### src/rtl/core/rgbps_pkg.sv
// ----------------------------------------------------------------------------
// RGB PWM and digit scan package
// Shared types, register indexes and seven-segment lookup functions.
// ----------------------------------------------------------------------------
package rgbps_pkg;

  localparam int unsigned NumChannels = 3;
  localparam int unsigned LevelWidth  = 7;
  localparam int unsigned SegWidth    = 7;
  localparam int unsigned DigitCount  = 3;

  typedef logic [LevelWidth-1:0] level_t;
  typedef level_t [NumChannels-1:0] levels_t;
  typedef logic [SegWidth-1:0] seg_t;
  typedef logic [1:0] reg_idx_t;

  // Configuration register indexes, which double as channel numbers.
  localparam reg_idx_t RegRed   = 2'd0;
  localparam reg_idx_t RegGreen = 2'd1;
  localparam reg_idx_t RegBlue  = 2'd2;

  // What the scan unit hands to the top level: the lit digit and its pattern.
  typedef struct packed {
    logic [DigitCount-1:0] enables;
    seg_t                  segments;
  } disp_t;

  // Decimal digit to segment pattern; anything above nine is blank.
  function automatic seg_t digit_pattern(input logic [3:0] d);
    seg_t p;
    case (d)
      4'd0:    p = 7'h3F;
      4'd1:    p = 7'h06;
      4'd2:    p = 7'h5B;
      4'd3:    p = 7'h4F;
      4'd4:    p = 7'h66;
      4'd5:    p = 7'h6D;
      4'd6:    p = 7'h7D;
      4'd7:    p = 7'h07;
      4'd8:    p = 7'h7F;
      4'd9:    p = 7'h67;
      default: p = '0;
    endcase
    return p;
  endfunction

  // Letter r, g or b naming a channel.
  function automatic seg_t letter_pattern(input reg_idx_t ch);
    seg_t p;
    case (ch)
      RegRed:   p = 7'h50;
      RegGreen: p = 7'h6F;
      RegBlue:  p = 7'h7C;
      default:  p = '0;
    endcase
    return p;
  endfunction

endpackage

### src/rtl/core/rgbps_pwm.sv
// ----------------------------------------------------------------------------
// RGB PWM generator
// Cyclic duty counter and the three registered LED drive bits.
// ----------------------------------------------------------------------------
module rgbps_pwm #(
  parameter int unsigned PWM_PERIOD = 100
) (
  input  logic                                  clk_i,
  input  logic                                  rst_ni,
  input  logic                                  step_i,
  input  rgbps_pkg::levels_t                    levels_i,
  output logic [rgbps_pkg::NumChannels-1:0]     leds_o
);

  localparam int unsigned CntW = $clog2(PWM_PERIOD + 1);
  localparam int unsigned CmpW = (CntW > rgbps_pkg::LevelWidth) ? CntW : rgbps_pkg::LevelWidth;

  logic [CntW-1:0]                      count_q, count_d;
  logic [rgbps_pkg::NumChannels-1:0]    leds_q, leds_d;

  // An LED is on while the count sits in 1 up to one below its level.
  always_comb begin
    for (int i = 0; i < rgbps_pkg::NumChannels; i++) begin
      leds_d[i] = (count_q != '0) && (CmpW'(count_q) < CmpW'(levels_i[i]));
    end
    count_d = (count_q >= CntW'(PWM_PERIOD)) ? CntW'(1) : count_q + CntW'(1);
  end

  always_ff @(posedge clk_i or negedge rst_ni) begin
    if (!rst_ni) begin
      count_q <= '0;
      leds_q  <= '0;
    end else if (step_i) begin
      count_q <= count_d;
      leds_q  <= leds_d;
    end
  end

  assign leds_o = leds_q;

endmodule

### src/rtl/core/rgbps_scan.sv
// ----------------------------------------------------------------------------
// Digit scan unit
// Steps the lit digit, holds the pattern store and reloads it per channel.
// ----------------------------------------------------------------------------
module rgbps_scan #(
  parameter int unsigned CHANNEL_HOLD_TICKS = 300
) (
  input  logic                clk_i,
  input  logic                rst_ni,
  input  logic                step_i,
  input  rgbps_pkg::levels_t  levels_i,
  output rgbps_pkg::disp_t    disp_o
);

  localparam int unsigned ScanW = $clog2(3 * CHANNEL_HOLD_TICKS + 1);
  localparam int unsigned Hold1 = CHANNEL_HOLD_TICKS;
  localparam int unsigned Hold2 = 2 * CHANNEL_HOLD_TICKS;
  localparam int unsigned Hold3 = 3 * CHANNEL_HOLD_TICKS;

  logic [1:0]               digit_q, digit_d, digit_sel;
  logic [ScanW-1:0]         scan_q, scan_d, scan_inc;
  rgbps_pkg::seg_t          store_q [rgbps_pkg::DigitCount];
  rgbps_pkg::disp_t         disp_q, disp_d;
  logic                     load;
  rgbps_pkg::reg_idx_t      load_ch;
  rgbps_pkg::level_t        load_lvl;
  logic [14:0]              tens_prod;
  logic [3:0]               tens;
  rgbps_pkg::level_t        units;

  always_comb begin
    digit_sel = (digit_q > 2'd2) ? 2'd0 : digit_q;
    digit_d   = (digit_sel == 2'd2) ? 2'd0 : digit_sel + 2'd1;

    disp_d.enables  = ~(3'b001 << digit_sel);
    disp_d.segments = store_q[digit_sel];

    scan_inc = scan_q + ScanW'(1);
    load     = 1'b1;
    load_ch  = rgbps_pkg::RegRed;
    scan_d   = scan_inc;
    if (scan_inc == ScanW'(Hold1)) begin
      load_ch = rgbps_pkg::RegRed;
    end else if (scan_inc == ScanW'(Hold2)) begin
      load_ch = rgbps_pkg::RegGreen;
    end else if (scan_inc >= ScanW'(Hold3)) begin
      load_ch = rgbps_pkg::RegBlue;
      scan_d  = '0;
    end else begin
      load = 1'b0;
    end

    // Split the level into tens and units: x*205 >> 11 is x/10 for x below 128.
    load_lvl  = levels_i[load_ch];
    tens_prod = 15'(load_lvl) * 15'd205;
    tens      = tens_prod[14:11];
    units     = load_lvl - rgbps_pkg::level_t'(tens) * rgbps_pkg::level_t'(10);
  end

  always_ff @(posedge clk_i or negedge rst_ni) begin
    if (!rst_ni) begin
      digit_q          <= '0;
      scan_q           <= '0;
      disp_q.enables   <= '1;
      disp_q.segments  <= '0;
      for (int i = 0; i < rgbps_pkg::DigitCount; i++) begin
        store_q[i] <= '0;
      end
    end else if (step_i) begin
      digit_q <= digit_d;
      scan_q  <= scan_d;
      disp_q  <= disp_d;
      if (load) begin
        store_q[0] <= rgbps_pkg::letter_pattern(load_ch);
        store_q[1] <= rgbps_pkg::digit_pattern(tens);
        store_q[2] <= rgbps_pkg::digit_pattern(units[3:0]);
      end
    end
  end

  assign disp_o = disp_q;

endmodule

### src/rtl/core/rgb_pwm_with_digit_scan.sv
// ----------------------------------------------------------------------------
// RGB PWM with digit scan
// Three-channel LED PWM and a three-digit multiplexed seven-segment display.
// ----------------------------------------------------------------------------
// Each input beat carries a PWM tick, a scan tick, both or neither, and yields
// exactly one output beat showing the LED drives and the display drive after
// that beat's ticks are applied. A beat is first captured in an input register
// and, once the result slot is free, updates the PWM counter and the scan
// state, whose registers are themselves the output register. One beat is
// accepted every cycle while the output side keeps taking results.
// When the output stalls the input register holds its beat and the input
// stalls in turn. The PWM counter runs 1..PWM_PERIOD and an LED is on while
// the count is at least one and below its level, so level zero keeps it dark.
// Every CHANNEL_HOLD_TICKS scan ticks the digits reload with r, g or b and the
// tens and units digits of the next channel's level (a tens digit above nine
// is blank); the display is blank until the first reload. The user must write
// levels through the plain write port only while no beat is in flight; the
// block does not enforce it. An index past the blue register is ignored.
module rgb_pwm_with_digit_scan #(
  parameter int unsigned PWM_PERIOD         = 100,
  parameter int unsigned CHANNEL_HOLD_TICKS = 300
) (
  input  logic                        clk_i,
  input  logic                        rst_ni,
  input  logic                        in_valid_i,
  output logic                        in_stall_o,
  input  logic                        pwm_tick_i,
  input  logic                        scan_tick_i,
  output logic                        out_valid_o,
  input  logic                        out_stall_i,
  output logic                        led_red_o,
  output logic                        led_green_o,
  output logic                        led_blue_o,
  output logic [2:0]                  digit_enables_o,
  output logic [6:0]                  segments_o,
  input  logic                        cfg_we_i,
  input  rgbps_pkg::reg_idx_t         cfg_idx_i,
  input  logic [6:0]                  cfg_wdata_i
);

  logic                               in_valid_q;
  logic                               pwm_tick_q, scan_tick_q;
  logic                               out_valid_q;
  logic                               out_free;
  logic                               advance;
  rgbps_pkg::levels_t                 levels_q;
  logic [rgbps_pkg::NumChannels-1:0]  leds;
  rgbps_pkg::disp_t                   disp;

  // The result slot is free when empty or being taken this cycle.
  assign out_free   = !out_valid_q || !out_stall_i;
  assign advance    = in_valid_q && out_free;
  assign in_stall_o = in_valid_q && !out_free;

  always_ff @(posedge clk_i or negedge rst_ni) begin
    if (!rst_ni) begin
      in_valid_q  <= 1'b0;
      out_valid_q <= 1'b0;
    end else begin
      if (!in_stall_o) begin
        in_valid_q <= in_valid_i;
      end
      if (out_free) begin
        out_valid_q <= in_valid_q;
      end
    end
  end

  // Input payload register; it holds while the beat waits for the result slot.
  always_ff @(posedge clk_i) begin
    if (in_valid_i && !in_stall_o) begin
      pwm_tick_q  <= pwm_tick_i;
      scan_tick_q <= scan_tick_i;
    end
  end

  always_ff @(posedge clk_i or negedge rst_ni) begin
    if (!rst_ni) begin
      levels_q <= '0;
    end else if (cfg_we_i) begin
      case (cfg_idx_i)
        rgbps_pkg::RegRed:   levels_q[rgbps_pkg::RegRed]   <= cfg_wdata_i;
        rgbps_pkg::RegGreen: levels_q[rgbps_pkg::RegGreen] <= cfg_wdata_i;
        rgbps_pkg::RegBlue:  levels_q[rgbps_pkg::RegBlue]  <= cfg_wdata_i;
        default: ;
      endcase
    end
  end

  rgbps_pwm #(
    .PWM_PERIOD (PWM_PERIOD)
  ) u_pwm (
    .clk_i    (clk_i),
    .rst_ni   (rst_ni),
    .step_i   (advance && pwm_tick_q),
    .levels_i (levels_q),
    .leds_o   (leds)
  );

  rgbps_scan #(
    .CHANNEL_HOLD_TICKS (CHANNEL_HOLD_TICKS)
  ) u_scan (
    .clk_i    (clk_i),
    .rst_ni   (rst_ni),
    .step_i   (advance && scan_tick_q),
    .levels_i (levels_q),
    .disp_o   (disp)
  );

  assign out_valid_o     = out_valid_q;
  assign led_red_o       = leds[rgbps_pkg::RegRed];
  assign led_green_o     = leds[rgbps_pkg::RegGreen];
  assign led_blue_o      = leds[rgbps_pkg::RegBlue];
  assign digit_enables_o = disp.enables;
  assign segments_o      = disp.segments;

`ifndef SYNTHESIS
  // At most one digit is ever driven.
  assert property (@(posedge clk_i) disable iff (!rst_ni)
    $countones(digit_enables_o) >= 2)
    else $error("more than one digit enabled");

  // The input only stalls while a beat sits in the input register.
  assert property (@(posedge clk_i) disable iff (!rst_ni)
    in_stall_o |-> in_valid_q)
    else $error("input stalled with empty input register");

  // Outputs change only when a buffered beat moves into the result slot.
  assert property (@(posedge clk_i) disable iff (!rst_ni)
    !advance |=> $stable({leds, disp}))
    else $error("outputs changed without a beat");

  // A beat reaching the result slot always produces a valid result.
  assert property (@(posedge clk_i) disable iff (!rst_ni)
    advance |=> out_valid_q)
    else $error("processed beat lost");
`endif

endmodule

### config.mk
export PLATFORM = sky130hd
export DESIGN_NAME = rgb_pwm_with_digit_scan
export DESIGN_NICKNAME = d
export VERILOG_FILES = /design/src/rtl/core/rgbps_pkg.sv /design/src/rtl/core/rgbps_pwm.sv /design/src/rtl/core/rgbps_scan.sv /design/src/rtl/core/rgb_pwm_with_digit_scan.sv
export SDC_FILE = /design/constraint.sdc
export NUM_CORES = 1
export LEC_CHECK = 0
export BUFFER_PORTS_ARGS = -buffer_cell sky130_fd_sc_hd__buf_2
export CAP_MARGIN = 20
export CORE_MARGIN = 1
export CORE_UTILIZATION = 43
export DETAILED_ROUTE_END_ITERATION = 10
export PLACE_DENSITY_LB_ADDON = 0.05
export SYNTH_ARGS = -nofsm -noshare
export SYNTH_HDL_FRONTEND = slang
export SYNTH_SLANG_ARGS = --single-unit
### constraint.sdc
create_clock -name clk_i -period 15.93 [get_ports clk_i]
set_input_delay 0.7965 -clock clk_i [delete_from_list [all_inputs] [get_ports clk_i]]
set_output_delay 0.7965 -clock clk_i [all_outputs]
set_load 0.03 [all_outputs]
* After elaboration in Yosys (flattened, before gate mapping)
Memories as Yosys holds them, arrays and structs flattened. A register that Yosys moved wholly into a read port is not among the register bits.
Index checks and enable logic that the tools add are counted.
** Storage, ports and cells
- Flip-flop bits (word level) :: 64
- ROM bits :: 224
- Input bits :: 16
- Output and inout port bits :: 15
- Logic and storage cells :: 80
- Memories :: 2
** Memories
- (name not given) :: depth 16, width 7, read ports 1, clocked after Yosys merged registers in 1, write ports 0, RTL line rgbps_pkg.sv:31 : case (d)
- (name not given) :: depth 16, width 7, read ports 1, clocked after Yosys merged registers in 1, write ports 0, RTL line rgbps_pkg.sv:31
** Cells by class
- Add/sub/neg operators :: 4
- Multipliers :: 2
- Magnitude comparators :: 8
- Equality and inequality tests :: 7
- Shifts and indexed selects :: 1
- Mux-type cells :: 18
- Bitwise operators :: 2
- Reduce and logical (&&, ||, !) cells :: 22
** Operators by type and width (number)
- $mux 10 :: 3
- $bmux 7 s2 :: 2
- $mux 7 :: 4
- $lt 7x7->1 :: 3
- $pmux 7 s3 :: 1
- $mul 7x8->15 const B :: 1
- $add 10x1->10 const B :: 1
- $eq 10x10->1 const B :: 1
- $eq 10x9->1 const B :: 1
- $ge 10x10->1 const B :: 1
- $mux 2 :: 5
- $logic_and 1x1->1 :: 8
- $reduce_and 2->1 :: 4
- $add 7x1->7 const B :: 1
- $ge 7x7->1 const B :: 1
- $reduce_bool 7->1 :: 1
- $eq 2x2->1 const B :: 3
- $logic_not 1->1 :: 6
- $eq 2x1->1 const B :: 2
- $logic_not 2->1 :: 2
- $mul 4x3->3 const B :: 1
- $sub 4x4->4 :: 1
- $ge 3x3->1 const B :: 1
- $lt 2x3->1 const B :: 1
- 7 further kinds :: 9

* Logic depth before layout (Yosys ltp)
- Depth after elaboration :: 10
- Gate-level depth with buffers :: 34
- Mapped depth without buffers :: 30

* Modules after synthesis
A second synthesis with hierarchy kept.
** Second synthesis, totals
- Cell total of the unflattened synthesis :: 609
- Area, all modules :: 5733.0 sq um
** Modules (own cells, without submodules)
- rgbps_scan :: times used 1, cells each 441, area each 3838.7 sq um, seq. area each 1004.7 sq um
- rgb_pwm_with_digit_scan :: times used 1, cells each 57, area each 957.2 sq um, seq. area each 635.6 sq um
- rgbps_pwm :: times used 1, cells each 111, area each 937.1 sq um, seq. area each 250.2 sq um

* Worst setup path after synthesis
OpenSTA, ideal clock, no wires.
- Path type :: flip-flop to flip-flop
- Start point :: reg u_scan.scan_q[0]
- End point :: reg u_scan.store_q[5] in the netlist's numbering
- Setup time :: 0.124 ns
- Arrival :: 7.005 ns
- Data required time :: 15.806 ns
- Setup slack :: 8.801 ns
- Cell stages (with the launch flop) :: 34
- Path buffers :: 5
- Clock period less this slack :: 7.129 ns
- Cell sequence :: dfrtp_1 > ha_1 > and3_1 > clkbuf_1 > a31oi_1 > nor4bb_1 > or2_2 > clkbuf_1 > inv_1 > clkbuf_1 > clkbuf_1 > nand2_1 > o21ai_0 > ha_1 > inv_1 > fa_1 > inv_1 > ha_1 > fa_1 > ha_1 > nand3_1 > nor2_1 > and2_0 > buf_1 > nand3_1 > a211oi_1 > nor3b_1 > xor2_1 > mux2i_1 > ha_1 > a21o_1 > xnor2_4 > mux2i_1 > a211o_1
** On the way
- Longest elaborated chain between the ends :: 10
- Elaborated cells on any way between the ends :: 16
- Classes of those cells :: add/sub: 2; mul: 2; order compare: 1; eq/ne: 2; mux: 8; reduce/logical: 1
** Ends and longest elaborated chain
- start, declared :: RTL line rgbps_scan.sv:21 : logic [ScanW-1:0] scan_q, scan_d, scan_inc;
- start signal, assigned :: RTL line rgbps_scan.sv:71 : scan_q <= scan_d;
- $add 10x1->10 (*) :: RTL line rgbps_scan.sv:38 : scan_inc = scan_q + ScanW'(1);
- $ge 10x10->1 :: RTL line rgbps_scan.sv:46 : end else if (scan_inc >= ScanW'(Hold3)) begin
- $mux 2 :: RTL line rgbps_scan.sv:46
- $mux 2 :: RTL line rgbps_scan.sv:44 : end else if (scan_inc == ScanW'(Hold2)) begin
- $mux 2 :: RTL line rgbps_scan.sv:42 : if (scan_inc == ScanW'(Hold1)) begin
- $bmux 7 s2 :: RTL line rgbps_scan.sv:54 : load_lvl = levels_i[load_ch];
- $mux 7 (not written as such) :: RTL line rgbps_scan.sv:54
- $mul 7x8->15 :: RTL line rgbps_scan.sv:55 : tens_prod = 15'(load_lvl) * 15'd205;
- $mul 4x3->3 :: RTL line rgbps_scan.sv:57 : units = load_lvl - rgbps_pkg::level_t'(tens) * rgbps_pkg::level_t'(10);
- $sub 4x4->4 :: RTL line rgbps_scan.sv:57
- end, declared :: RTL line rgbps_scan.sv:22 : rgbps_pkg::seg_t store_q [rgbps_pkg::DigitCount];
Every way passes the cells marked *; elsewhere a longest branch is shown, timed or not. The select of a mux whose other input is x is not followed.
A chain may end at the register's enable or synchronous reset.

* Worst setup path in the final report
- Start point :: reg u_scan.scan_q[0]
- End point :: reg u_scan.store_q[6] in the netlist's numbering
Same word-level chain as after synthesis.

==> results.sh <==
export IMPL_status="complete, no violations"
export IMPL_antenna_cells=0
export IMPL_antenna_found_initial=0
export IMPL_yosys_area_share_xor_xnor_pct=3.54
export IMPL_r2r_cells=27
export IMPL_drt_wl_total_um=11800
export IMPL_grt_pass1_wl_um=19800
export IMPL_synth_ff_type="dfrtp_1"
export IMPL_critPathSlowestCell="o21ai_0"
export IMPL_start_util_pct=44.5
export IMPL_worstHoldPathCells=2
export IMPL_rows=40
export IMPL_final_nets=689
export IMPL_synth_edf_count=2
export IMPL_async_flop_share_pct=97.3
export IMPL_grt_max_degree=74
export IMPL_synth_compound_area_share_pct=16.3
export IMPL_clk_pin_slew_ns=0.06
export IMPL_synthMuxAreaShare_pct=5.94
export IMPL_hold_end="u_scan.disp_o[0]"
export IMPL_cts_tree="built"
export IMPL_gr_usage_all_layers_pct=19.5
export IMPL_drv_cap=0
export IMPL_h_tree_depth=3
export IMPL_ys_types=63
export IMPL_core_area_mm2=0.0122
export IMPL_die_x_um=114
export IMPL_ctsResizeCount=0
export IMPL_arrival_ns=7.97
export IMPL_worst_setup_path_type="register to register"
export IMPL_hpwl_um=8830
export IMPL_yosysWarnings=0
export IMPL_yosysSeqAreaShare_pct=34.9
export IMPL_fin_crit_sh_pct=48.5
export IMPL_vias=4045
export IMPL_wl_per_cell_um=15.4
export IMPL_synth_seq_cells=75
export IMPL_p_leak_nw=2.87
export IMPL_min_from="u_scan.disp_o[0]"
export IMPL_drive_above_1_share_pct=13.1
export IMPL_critPathMaxFanout=21
export IMPL_floorplan_die_area_mm2=0.0130
export IMPL_relSlewSlack_pct=37.4
export IMPL_crit_path_end_kind="register"
export IMPL_crit_top_cell="ha_1"
export IMPL_hold_path_class="register to register"
export IMPL_clockBufferDepth=2
export IMPL_place_area_mm2=0.00571
export IMPL_worst_path_buf_inv=3
export IMPL_root_buffer="clkbuf_16"
export IMPL_syn_area_per_cell_um2=9.45
export IMPL_hold_violations=0
export IMPL_ant_nets=0
export IMPL_tns_ns=0
export IMPL_area_growth_pct=11.7
export IMPL_syn_num_nets=666
export IMPL_finalCriticalPeriod_ns=7.73
export IMPL_timing_hold_ws_ns=0.478
export IMPL_cp_slowest_stage_delay_ns=0.69
export IMPL_setup_viol=0
export IMPL_tightest_slew_ns=0.939
export IMPL_r2r_setup_slack_ns=8.20
export IMPL_ir_drop_uv=125
export IMPL_path_depth=27
export IMPL_postCtsHoldBufs=0
export IMPL_synth_fa_ha_area_share_pct=18.9
export IMPL_grt_overflow_total=0
export IMPL_fin_util_pct=49.7
export IMPL_fin_area_mm2=0.00605
export IMPL_cts_sinks=75
export IMPL_die_height_um=114
export IMPL_grt_setup_unrepaired="false"
export IMPL_io_buffer_count=30
export IMPL_synth_simple_area_share_pct=15.4
export IMPL_r2r_start="u_scan.scan_q[0]"
export IMPL_clock_fmax_mhz=129
export IMPL_dr_pass1_iters=5
export IMPL_clock_skew_final_ns=0.0114
export IMPL_path_delay_family="adder cells"
export IMPL_drv_slew=0
export IMPL_grt_pass1_vias=3919
export IMPL_viasPerCell=5.26
export IMPL_r2r_end="u_scan.store_q[6]"
export IMPL_crit_required_ns=16.17
export IMPL_drtIter0Drc=192
export IMPL_synthCells=573
export IMPL_synth_top_family_by_area="adder cells"
export IMPL_place_gp_congestion=0.803
export IMPL_syn_cell_area_mm2=0.00541
export IMPL_io_pins=31
export IMPL_route_detailed_drc=0
export IMPL_postCtsSetupBuffers=0
export IMPL_power_density_mw_per_mm2=203
export IMPL_clock_latency_ns=0.34
export IMPL_crit_path_start_kind="register"
export IMPL_cts_buffers=9
## power by group
part           switching [mW]  internal (mW)
combinational           0.411          0.316
sequential             0.0427          0.224
clock                  0.0821          0.153
## how the worst max path moves through the flow
stage                           from                 to  slack [ns]
floorplan           u_scan.scan_q[0]  u_scan.store_q[5]        8.80
global placement    u_scan.scan_q[3]  u_scan.store_q[6]        8.34
detailed placement  u_scan.scan_q[0]  u_scan.store_q[6]        8.19
CTS                 u_scan.scan_q[0]  u_scan.store_q[6]        8.13
global route        u_scan.scan_q[0]  u_scan.store_q[6]        7.45
finish              u_scan.scan_q[0]  u_scan.store_q[6]        8.20
## final cells by class
cell class | count | area, um2
clock buffers | 11 | 233
clock inverters | 5 | 104
fillers | 1191 | 6120
inverters | 49 | 184
multi-input cells | 428 | 3250
flip-flops and latches | 75 | 1890
well taps | 168 | 210
repair buffers | 33 | 175
## Yosys cell counts, drive strengths merged (12+ instances only)
cell,instances,share of area [%]
a21oi,34,3.1
nor2b,12,1.4
nor2,39,2.8
nand2,52,3.6
mux2,17,3.5
mux2i,13,2.4
clkbuf,15,1.0
o21ai,54,5.0
dfrtp,70,32
inv,49,3.4
nand3,13,1.2
ha,69,16
## through the flow
stage	setup slack, ns	std cells	total power [mW]
5_1_grt	7.45	769	1.34
3_3_place_gp	8.34	753	0.986
3_5_place_dp	8.19	753	0.997
6_report	8.20	769	1.23
2_1_floorplan	8.80	573	0.851
4_1_cts	8.13	769	1.24
## sequential cells by signal (all words and copies together), names as in the netlist, 2 cells and up
signal,flops
u_scan.digit_q,2
u_scan.scan_q,10
u_scan.disp_o,10
u_pwm.leds_o,3
levels_q,21
u_pwm.count_q,7
u_scan.store_q,18
## cell families (layout without fill, tap and decap cells)
kind of cell,Yosys count,count (layout)
and+or+nand+nor,166,166
buffers and inverters,70,98
DFF,75,75
adders and majority gates,77,77
muxes,30,30
xor gates and xnor gates,15,15
AOI/OAI and AO/OA,140,140
## placed cells by master, fill, tap and decap left out, drive strengths merged, types with 12 or more instances in the layout
master,instances
dfrtp,70
mux2i,13
nor2b,12
a21oi,34
ha,69
nand2,52
nand3,13
o21ai,54
nor2,39
mux2,17
buf,33
inv,49
## layer usage
metal  track usage, %  part of all wire, %  routed length, um  vias to the layer above
li1                 -                    -                  -                     2054
met1             26.5                   50               5900                     1924
met2             31.7                   47               5510                       57
met3             3.65                  2.5                297                       10
met4             5.71                  1.1                127                        0
met5                0                    0                  0                        -
## worst min-delay path, cell delays in order, from the launching register on
cell and delay (ns):
dfrtp_1 0.33, nand2_1 0.05, o21ai_0 0.06
Note: power is estimated with default switching activity, not from simulation.
